==> src/design/decimal_accumulator_machine_step_defines.svh <==
// Assertion macros shared by the machine's RTL files.
`ifndef DECIMAL_ACCUMULATOR_MACHINE_STEP_DEFINES_SVH
`define DECIMAL_ACCUMULATOR_MACHINE_STEP_DEFINES_SVH
`ifndef ASSERT_OFF
`define DAM_ASSERT(label, clk, rst, prop, msg) \
  label: assert property (@(posedge clk) disable iff (rst) (prop)) else $error(msg);
`define DAM_ASSERT_RST(label, clk, prop, msg) \
  label: assert property (@(posedge clk) (prop)) else $error(msg);
`else
`define DAM_ASSERT(label, clk, rst, prop, msg)
`define DAM_ASSERT_RST(label, clk, prop, msg)
`endif
`endif

==> src/design/dam_pkg.sv <==
// Shared types, codes and constants of the decimal accumulator machine.
`default_nettype none
package dam_pkg;
  localparam int MemWordsDefault = 16;
  localparam int ProgWords = 16;
  localparam logic [31:0] EmptyWord = 32'hFFF0BDC1;

  localparam logic [1:0] OP_LOAD    = 2'd0;
  localparam logic [1:0] OP_EXEC    = 2'd1;
  localparam logic [1:0] OP_RESTART = 2'd2;

  localparam logic [2:0] ST_OK    = 3'd0;
  localparam logic [2:0] ST_HALT  = 3'd1;
  localparam logic [2:0] ST_VIOL  = 3'd2;
  localparam logic [2:0] ST_BADOP = 3'd3;
  localparam logic [2:0] ST_DIV0  = 3'd4;
  localparam logic [2:0] ST_END   = 3'd5;
  localparam logic [2:0] ST_IDLE  = 3'd6;

  localparam logic [6:0] I_READ = 7'd10, I_WRITE = 7'd11, I_LOAD = 7'd20,
    I_STORE = 7'd21, I_ADD = 7'd30, I_SUB = 7'd31, I_DIV = 7'd32, I_MUL = 7'd33,
    I_JMP = 7'd40, I_JNEG = 7'd41, I_JZERO = 7'd42, I_HALT = 7'd43,
    I_CLEAR = 7'd55, I_MAP = 7'd56, I_EMPTY = 7'd57, I_CLRACC = 7'd58;

  // Controller to datapath.
  typedef struct packed {
    logic capture;   // latch the request payload
    logic decode;    // fetch and decode the program word
    logic exec;      // execute the instruction when it needs no divider
    logic div_start; // start the divider
    logic div_done;  // write the quotient
    logic finish;    // register the result
  } dam_cmd_t;

  // Datapath to controller.
  typedef struct packed {
    logic is_div;
    logic div_busy;
  } dam_stat_t;
endpackage
`default_nettype wire

==> src/design/dam_ctrl.sv <==
// Controller state machine sequencing one request through the datapath.
`default_nettype none
`include "decimal_accumulator_machine_step_defines.svh"
module dam_ctrl (
  input  wire logic clk,
  input  wire logic rst,
  input  wire logic in_valid,
  output logic      in_ready,
  output logic      out_valid,
  input  wire logic out_ready,
  output dam_pkg::dam_cmd_t  cmd,
  input  wire dam_pkg::dam_stat_t stat
);
  import dam_pkg::*;

  typedef enum logic [5:0] {
    S_IDLE   = 6'b000001,
    S_DECODE = 6'b000010,
    S_EXEC   = 6'b000100,
    S_DIV    = 6'b001000,
    S_FIN    = 6'b010000,
    S_OUT    = 6'b100000
  } state_t;

  state_t state, state_next;

  always_comb begin
    state_next = state;
    cmd = '0;
    in_ready = 1'b0;
    out_valid = 1'b0;
    case (state)
      S_IDLE: begin
        in_ready = 1'b1;
        if (in_valid) begin
          cmd.capture = 1'b1;
          state_next = S_DECODE;
        end
      end
      S_DECODE: begin
        cmd.decode = 1'b1;
        state_next = S_EXEC;
      end
      S_EXEC: begin
        if (stat.is_div) begin
          cmd.div_start = 1'b1;
          state_next = S_DIV;
        end else begin
          cmd.exec = 1'b1;
          state_next = S_FIN;
        end
      end
      S_DIV: begin
        if (!stat.div_busy) begin
          cmd.div_done = 1'b1;
          state_next = S_FIN;
        end
      end
      S_FIN: begin
        cmd.finish = 1'b1;
        state_next = S_OUT;
      end
      S_OUT: begin
        out_valid = 1'b1;
        if (out_ready) state_next = S_IDLE;
      end
      default: state_next = S_IDLE;
    endcase
  end

  always_ff @(posedge clk) begin
    if (rst) state <= S_IDLE;
    else state <= state_next;
  end

  `DAM_ASSERT(a_onehot, clk, rst, $onehot(state), "state not one-hot")
  `DAM_ASSERT(a_no_both, clk, rst, !(in_ready && out_valid), "ready while result pending")
  `DAM_ASSERT(a_div_seq, clk, rst, cmd.div_start |=> state == S_DIV, "divider not entered")
endmodule
`default_nettype wire

==> src/design/dam_datapath.sv <==
// Datapath: stores, accumulator, decoder, ALU and sequential divider.
`default_nettype none
`include "decimal_accumulator_machine_step_defines.svh"
module dam_datapath #(
  parameter int MEM_WORDS = dam_pkg::MemWordsDefault
) (
  input  wire logic        clk,
  input  wire logic        rst,
  input  wire dam_pkg::dam_cmd_t cmd,
  output dam_pkg::dam_stat_t     stat,
  input  wire logic [4:0]  program_length,
  input  wire logic [1:0]  opcode,
  input  wire logic [3:0]  load_address,
  input  wire logic [13:0] program_word,
  input  wire logic [31:0] read_value,
  output logic [4:0]       next_pc,
  output logic [31:0]      accumulator,
  output logic [31:0]      write_value,
  output logic             write_valid,
  output logic [2:0]       status
);
  import dam_pkg::*;

  localparam int AW = (MEM_WORDS > 1) ? $clog2(MEM_WORDS) : 1;

  logic [13:0] prog_mem [ProgWords];
  logic [31:0] data_mem [MEM_WORDS];
  logic [MEM_WORDS-1:0] written; // entry written since it was last emptied
  logic [MEM_WORDS-1:0] zeroed;  // entry reads zero (clear-data instruction)

  logic [1:0]  op_q;
  logic [31:0] rv_q;
  logic [31:0] acc;
  logic [4:0]  pc;
  logic        stopped;

  logic [13:0] word;
  logic [6:0]  code;
  logic [6:0]  addr;
  logic [2:0]  pre_st;  // status decided before the instruction runs
  logic        runs;
  logic [31:0] dval;

  // Word split by reciprocal multiply: word*41944 >> 22 is exact below 10000.
  logic [28:0] prod;
  logic [6:0]  quo;
  logic [13:0] rem;
  logic [4:0]  len;
  logic [31:0] mem_rd;

  assign word = prog_mem[pc[3:0]];
  assign prod = 29'(word) * 29'd41944;
  assign quo = prod[28:22];
  assign rem = word - 14'(quo) * 14'd100;
  assign len = (program_length > 5'd16) ? 5'd16 : program_length;

  logic [AW-1:0] aidx;
  assign aidx = addr[AW-1:0];
  assign mem_rd = data_mem[aidx];

  always_ff @(posedge clk) begin
    if (cmd.capture) begin
      op_q <= opcode; rv_q <= read_value;
    end
    if (cmd.decode) begin
      code <= quo;
      addr <= rem[6:0];
      if (op_q != OP_EXEC) begin
        pre_st <= ST_IDLE; runs <= 1'b0;
      end else if (stopped) begin
        pre_st <= ST_HALT; runs <= 1'b0;
      end else if (pc >= len) begin
        pre_st <= ST_END; runs <= 1'b0;
      end else if (rem[6:0] >= 7'(MEM_WORDS)) begin
        pre_st <= ST_VIOL; runs <= 1'b0;
      end else begin
        pre_st <= ST_OK; runs <= 1'b1;
      end
    end
  end

  always_comb begin
    if (zeroed[aidx]) dval = '0;
    else if (!written[aidx]) dval = EmptyWord;
    else dval = mem_rd;
  end

  // Shift-subtract divider on magnitudes, one quotient bit a cycle.
  logic [31:0] dv_a, dv_b, dv_q;
  logic [32:0] dv_r;
  logic [5:0]  dv_cnt;
  logic        dv_neg;
  logic [32:0] dv_trial;
  assign dv_trial = {dv_r[31:0], dv_a[31]} - {1'b0, dv_b};

  assign stat.is_div = runs && (code == I_DIV) && (dval != 32'd0);
  assign stat.div_busy = (dv_cnt != 6'd0);

  always_ff @(posedge clk) begin
    if (cmd.div_start) begin
      dv_a <= acc[31] ? 32'(-acc) : acc;
      dv_b <= dval[31] ? 32'(-dval) : dval;
      dv_r <= '0;
      dv_q <= '0;
      dv_neg <= acc[31] ^ dval[31];
      dv_cnt <= 6'd32;
    end else if (dv_cnt != 6'd0) begin
      if (!dv_trial[32]) begin
        dv_r <= dv_trial; dv_q <= {dv_q[30:0], 1'b1};
      end else begin
        dv_r <= {dv_r[31:0], dv_a[31]}; dv_q <= {dv_q[30:0], 1'b0};
      end
      dv_a <= {dv_a[30:0], 1'b0};
      dv_cnt <= dv_cnt - 6'd1;
    end
  end

  logic [2:0]  fin_st;
  logic [31:0] fin_w;
  logic        fin_wv;

  always_ff @(posedge clk) begin
    if (rst) begin
      acc <= '0; pc <= '0; stopped <= 1'b0; written <= '0; zeroed <= '0;
    end else begin
      if (cmd.capture && opcode == OP_LOAD) prog_mem[load_address] <= program_word;
      if (cmd.decode && op_q == OP_RESTART) begin
        pc <= '0; acc <= '0; stopped <= 1'b0; written <= '0; zeroed <= '0;
      end
      if (cmd.decode && op_q == OP_EXEC && !stopped && pc < len
          && rem[6:0] >= 7'(MEM_WORDS)) stopped <= 1'b1;
      if (cmd.div_done) begin
        acc <= dv_neg ? 32'(-dv_q) : dv_q;
        pc <= pc + 5'd1;
      end
      if (cmd.exec && runs) begin
        pc <= pc + 5'd1;
        case (code)
          I_READ: begin
            data_mem[aidx] <= rv_q; written[aidx] <= 1'b1; zeroed[aidx] <= 1'b0;
          end
          I_LOAD: acc <= dval;
          I_STORE: begin
            data_mem[aidx] <= acc; written[aidx] <= 1'b1; zeroed[aidx] <= 1'b0;
          end
          I_ADD: acc <= acc + dval;
          I_SUB: acc <= acc - dval;
          I_DIV: begin
            stopped <= 1'b1; pc <= pc;
          end
          I_MUL: acc <= 32'(acc * dval);
          I_JMP: pc <= (addr > 7'd16) ? 5'd16 : addr[4:0];
          I_JNEG: if (acc[31]) pc <= (addr > 7'd16) ? 5'd16 : addr[4:0];
          I_JZERO: if (acc == 32'd0) pc <= (addr > 7'd16) ? 5'd16 : addr[4:0];
          I_HALT: stopped <= 1'b1;
          I_CLEAR: zeroed <= '1;
          I_EMPTY: begin
            written[aidx] <= 1'b0; zeroed[aidx] <= 1'b0;
          end
          I_CLRACC: acc <= '0;
          default: ;
        endcase
      end
    end
  end

  always_ff @(posedge clk) begin
    if (cmd.exec || cmd.div_done) begin
      fin_wv <= 1'b0; fin_w <= '0; fin_st <= pre_st;
      if (runs && cmd.exec) begin
        case (code)
          I_READ, I_LOAD, I_STORE, I_ADD, I_SUB, I_MUL, I_JMP, I_JNEG, I_JZERO,
          I_CLEAR, I_MAP, I_EMPTY, I_CLRACC: fin_st <= ST_OK;
          I_WRITE: begin
            fin_wv <= 1'b1; fin_w <= dval; fin_st <= ST_OK;
          end
          I_DIV: fin_st <= ST_DIV0;
          I_HALT: fin_st <= ST_HALT;
          default: fin_st <= ST_BADOP;
        endcase
      end
    end
    if (cmd.finish) begin
      next_pc <= pc; accumulator <= acc; write_value <= fin_w;
      write_valid <= fin_wv; status <= fin_st;
    end
  end

  `DAM_ASSERT(a_div_run, clk, rst, cmd.div_start |=> stat.div_busy, "divider idle after start")
  `DAM_ASSERT(a_pc_range, clk, rst, pc <= 5'd16, "pc beyond program store")
  `DAM_ASSERT(a_wv, clk, rst, cmd.finish |=> (write_valid || write_value == 32'd0), "stray write")
endmodule
`default_nettype wire

==> src/design/decimal_accumulator_machine_step.sv <==
// Top level of the decimal accumulator machine.
// Each request is one load, restart or execute step and returns one result.
// From acceptance to result valid, a request passes the decode, execute and
// result register states; a divide with a nonzero divisor also waits on the
// radix-2 divider after execute. The next request is accepted in the cycle
// after the result is taken. The configuration write is always accepted and
// sets program_length.
`default_nettype none
module decimal_accumulator_machine_step #(
  parameter int MEM_WORDS = dam_pkg::MemWordsDefault
) (
  input  wire logic        clk,
  input  wire logic        rst,
  input  wire logic        in_valid,
  output logic             in_ready,
  input  wire logic [1:0]  opcode,
  input  wire logic [3:0]  load_address,
  input  wire logic [13:0] program_word,
  input  wire logic [31:0] read_value,
  output logic             out_valid,
  input  wire logic        out_ready,
  output logic [4:0]       next_pc,
  output logic [31:0]      accumulator,
  output logic [31:0]      write_value,
  output logic             write_valid,
  output logic [2:0]       status,
  input  wire logic        cfg_valid,
  output logic             cfg_ready,
  input  wire logic [4:0]  cfg_data
);
  import dam_pkg::*;

  dam_cmd_t  cmd;
  dam_stat_t stat;
  logic [4:0] program_length;

  assign cfg_ready = 1'b1;
  always_ff @(posedge clk) begin
    if (rst) program_length <= '0;
    else if (cfg_valid) program_length <= cfg_data;
  end

  dam_ctrl u_ctrl (
    .clk, .rst, .in_valid, .in_ready, .out_valid, .out_ready, .cmd, .stat
  );

  dam_datapath #(.MEM_WORDS(MEM_WORDS)) u_dp (
    .clk, .rst, .cmd, .stat, .program_length, .opcode, .load_address,
    .program_word, .read_value, .next_pc, .accumulator, .write_value,
    .write_valid, .status
  );
endmodule
`default_nettype wire
==> config.mk <==
export PLATFORM = sky130hd
export DESIGN_NAME = decimal_accumulator_machine_step
export DESIGN_NICKNAME = d
export VERILOG_FILES = /design/src/design/dam_pkg.sv /design/src/design/dam_ctrl.sv /design/src/design/dam_datapath.sv /design/src/design/decimal_accumulator_machine_step.sv
export VERILOG_INCLUDE_DIRS = /design/src /design/src/design
export SDC_FILE = /design/constraint.sdc
export NUM_CORES = 2
export LEC_CHECK = 0
export BUFFER_PORTS_ARGS = -buffer_cell sky130_fd_sc_hd__clkbuf_2
export CORE_MARGIN = 1.5
export CORE_UTILIZATION = 58
export CTS_CLUSTER_DIAMETER = 40
export DETAILED_ROUTE_END_ITERATION = 12
export GPL_ROUTABILITY_DRIVEN = 0
export HOLD_SLACK_MARGIN = 0.02
export PLACE_DENSITY_LB_ADDON = 0.1
export SETUP_SLACK_MARGIN = 0.05
export SYNTH_ARGS = -nofsm -noshare
export SYNTH_HDL_FRONTEND = slang
export SYNTH_SLANG_ARGS = --single-unit
==> constraint.sdc <==
create_clock -name clk -period 9.3 [get_ports clk]
set_input_delay 0.93 -clock clk [delete_from_list [all_inputs] [get_ports clk]]
set_output_delay 0.93 -clock clk [all_outputs]
set_load 0.05 [all_outputs]
==> results.cfg <==
[outcome]
status = finished, final reports clean

[die]
die_area_um2 = 121000
die_h_um = 347
io_pins = 138
placementRows = 126
placeableCoreArea_um2 = 118000
start_util = 0.584
die_w_um = 347

[detailed_routing]
drc = 0
viasPerCell = 6.22
drtPass1Iterations = 8
antenna_left = 0
wirelength_mm = 205
vias = 46736
routedWlPerCell_um = 27.3
drt_iter0_markers = 5638

[synthesis]
ys_seq_area_frac = 0.467
ys_ff_latch = 1121
synth_edf_count = 962
netlist_instances = 5545
yosysTopAreaCell = edfxtp_1
yosys-top-cells-area = edfxtp_1 (42%), fa_1 (14%), mux4_2 (7.4%)
ys.warnings.count = 0
syn_avg_cell_area_um2 = 12.4
syn-num-nets = 6377
netlist_area_um2 = 68700
ys.flop_type = edfxtp_1
synthDistinctLibCells = 98
synthDominantCellAreaShare = 0.420
async_reset_ff_frac = 0

[flow_run]
maxCapViolCount = 0

[setup_path]
cp.arrival_ns = 9.75
critPathMaxFanout = 11
crit_type = register to register
start_kind = register
crit_slowest_cell = mux4_2
cp-end-kind = register
worstPathRequired_ns = 9.95
slowest_delay_ns = 0.62
crit_path_frequent_cell = fa_1

[timing]
layout_min_cycle_time_ns = 9.10
drv_slew = 0
max_freq_mhz = 110
setup_viol = 0
fin_skew_ns = 0.0423
setup-tns-final_ns = 0
hold_violations = 0
slew_headroom = 0.161
rsz0062_at_grt = true
finalCritPeriodShare = 0.978
worst_pin_slew_ns = 1.26

[clock_network]
cts_tree = yes
htreeDepth = 4
path_clk_slew_ns = 0.06
cts.sinks = 1121
clk_latency_ns = 0.79
cts-root-buf = clkbuf_16
hold_buffers = 0
cts_made_buffers = 147
clk_path_buf_depth = 3

[global_route]
grtUsageTotal = 0.347
use_met2 = 0.530
grt_pass1_wl_mm = 304
grt_use_met1 = 0.460
busiest_layer = met2
grt_max_degree = 85
antenna_found_initial = 16
grt_pass1_vias = 46965
grt-ovfl-total = 0
met3_usage = 0.0860

[finish]
regArea_um2 = 32100
syn_to_final_growth_pct = 14.1
nFillCells = 8528
multi_input_area_um2 = 33300
finalNetCount = 6680
layout-drive-gt1-share = 0.174
final_cell_area_um2 = 78400
final_cell_mix = edfxtp_1 (962), inv_1 (667), nand2_1 (538)
final_common_cell = edfxtp_1

[pwr]
ir_drop_mv = 0.200
powerDensity_nw_per_um2 = 177
p_leak_nw = 32.1

[placement]
portBuffers = 136
dpl_cell_area_um2 = 72900
place_hpwl_mm = 144

[hold_path]
hold_class = input port to register
==> repair_timing <==
action	4_1_cts	5_1_grt
buffers inserted	0	9
pin swaps	0	20
resized for setup	2	53
endpoints found under the setup margin	1	9
gates cloned	0	3
==> layer usage <==
metal	vias up	wire length (um)
li1	20045	-
met1	23349	77500
met2	2661	92600
met3	675	22700
met4	6	12400
met5	-	38
==> metrics by stage <==
step | instances | hold WS [ns] | total power, mW | setup WS (ns) | utilization
5_1_grt | 7505 | 0.290 | 14.5 | -0.0266 | 0.666
4_1_cts | 7491 | 0.276 | 14.0 | 0.0810 | 0.662
2_1_floorplan | 5545 | 0.400 | 7.61 | 0.283 | -
3_5_place_dp | 7223 | 0.405 | 8.18 | -0.00896 | 0.619
6_report | 7511 | 0.320 | 13.9 | 0.201 | 0.666
3_3_place_gp | 7223 | 0.402 | 8.12 | 0.0967 | 0.619
==> synthesized netlist by cell type (17+ instances only) <==
cell type,instances
ha_1,297
o21ai_0,161
nor2b_1,29
fa_1,473
o31ai_1,22
clkbuf_1,242
xnor2_1,145
mux2_1,30
nor2_1,268
or3_1,20
a211oi_1,46
xor2_1,99
o211ai_1,24
and3_1,159
nor3_1,71
mux2i_1,53
a22oi_1,25
buf_2,22
o21a_1,18
mux4_2,225
a21o_1,50
a221oi_1,17
and2_1,157
a31oi_1,46
a21oi_1,164
nand2b_1,38
nand4_1,17
nand3_1,58
edfxtp_1,962
dfxtp_1,159
inv_1,668
nand2_1,539
buf_1,18
==> cell type report <==
cell class / instances / share of cell area
Antenna cell: 8 / 0.000255
Clock buffer: 168 / 0.0488
Clock inverter: 100 / 0.0161
Inverter: 673 / 0.0322
Multi-Input combinational cell: 3443 / 0.424
Sequential cell: 1121 / 0.409
Tap cell: 1536 / 0.0245
Timing Repair Buffer: 462 / 0.0450
==> worst max-delay path: cells and delay by family (launching register included) <==
family                   cells  cell delay, ns
flip-flops                   1            0.47
AND/OR/NAND/NOR              3            0.31
multiplexers                 2            1.14
AO/OA/AOI/OAI                2            0.41
buffers and inverters        9            1.01
XOR/XNOR                    10            1.79
adder cells (fa/ha/maj)      8            3.84
==> cell families after synthesis <==
group | share of synthesized area
muxes | 0.0875
xor gates and xnor gates | 0.0337
other | 0.0000546
and+or+nand+nor | 0.101
adders and majority gates | 0.192
DFF | 0.467
AOI/OAI and AO/OA | 0.0632
buffers and inverters | 0.0563
==> state kept, by name, summed over array words and instances, names as in the netlist, 32 cells and up, named ones only <==
register	count
u_dp.accumulator	32
u_dp.write_value	32
u_dp.prog_mem	224
u_dp.dv_r	32
u_dp.acc	32
u_dp.rv_q	32
u_dp.dv_a	32
u_dp.data_mem	512
u_dp.fin_w	32
u_dp.dv_q	32
u_dp.dv_b	32
==> path summary, 6_finish.rpt <==
path | depth (start not counted) | slack [ns] | end | from
setup reg to reg | 34 | 0.20 | u_dp.acc[31] | u_dp.addr[0]
hold / removal | 1 | 0.32 | u_dp.rv_q[22] | read_value[22]
setup / recovery | 34 | 0.20 | u_dp.acc[31] | u_dp.addr[0]
hold reg to reg | 0 | 0.40 | u_dp.write_valid | u_dp.fin_wv
==> report_power, final <==
| group | switching (mW) | leakage (nW) | total (mW) | internal [mW] |
|---|---|---|---|---|
| Clock | 2.32 | 2.43 | 5.80 | 3.48 |
| Sequential | 0.222 | 10.1 | 5.98 | 5.76 |
| Combinational | 1.18 | 19.6 | 2.11 | 0.932 |
| Total | 3.72 | 32.1 | 13.9 | 10.2 |
No activity file was read; power rests on OpenSTA's default activity.
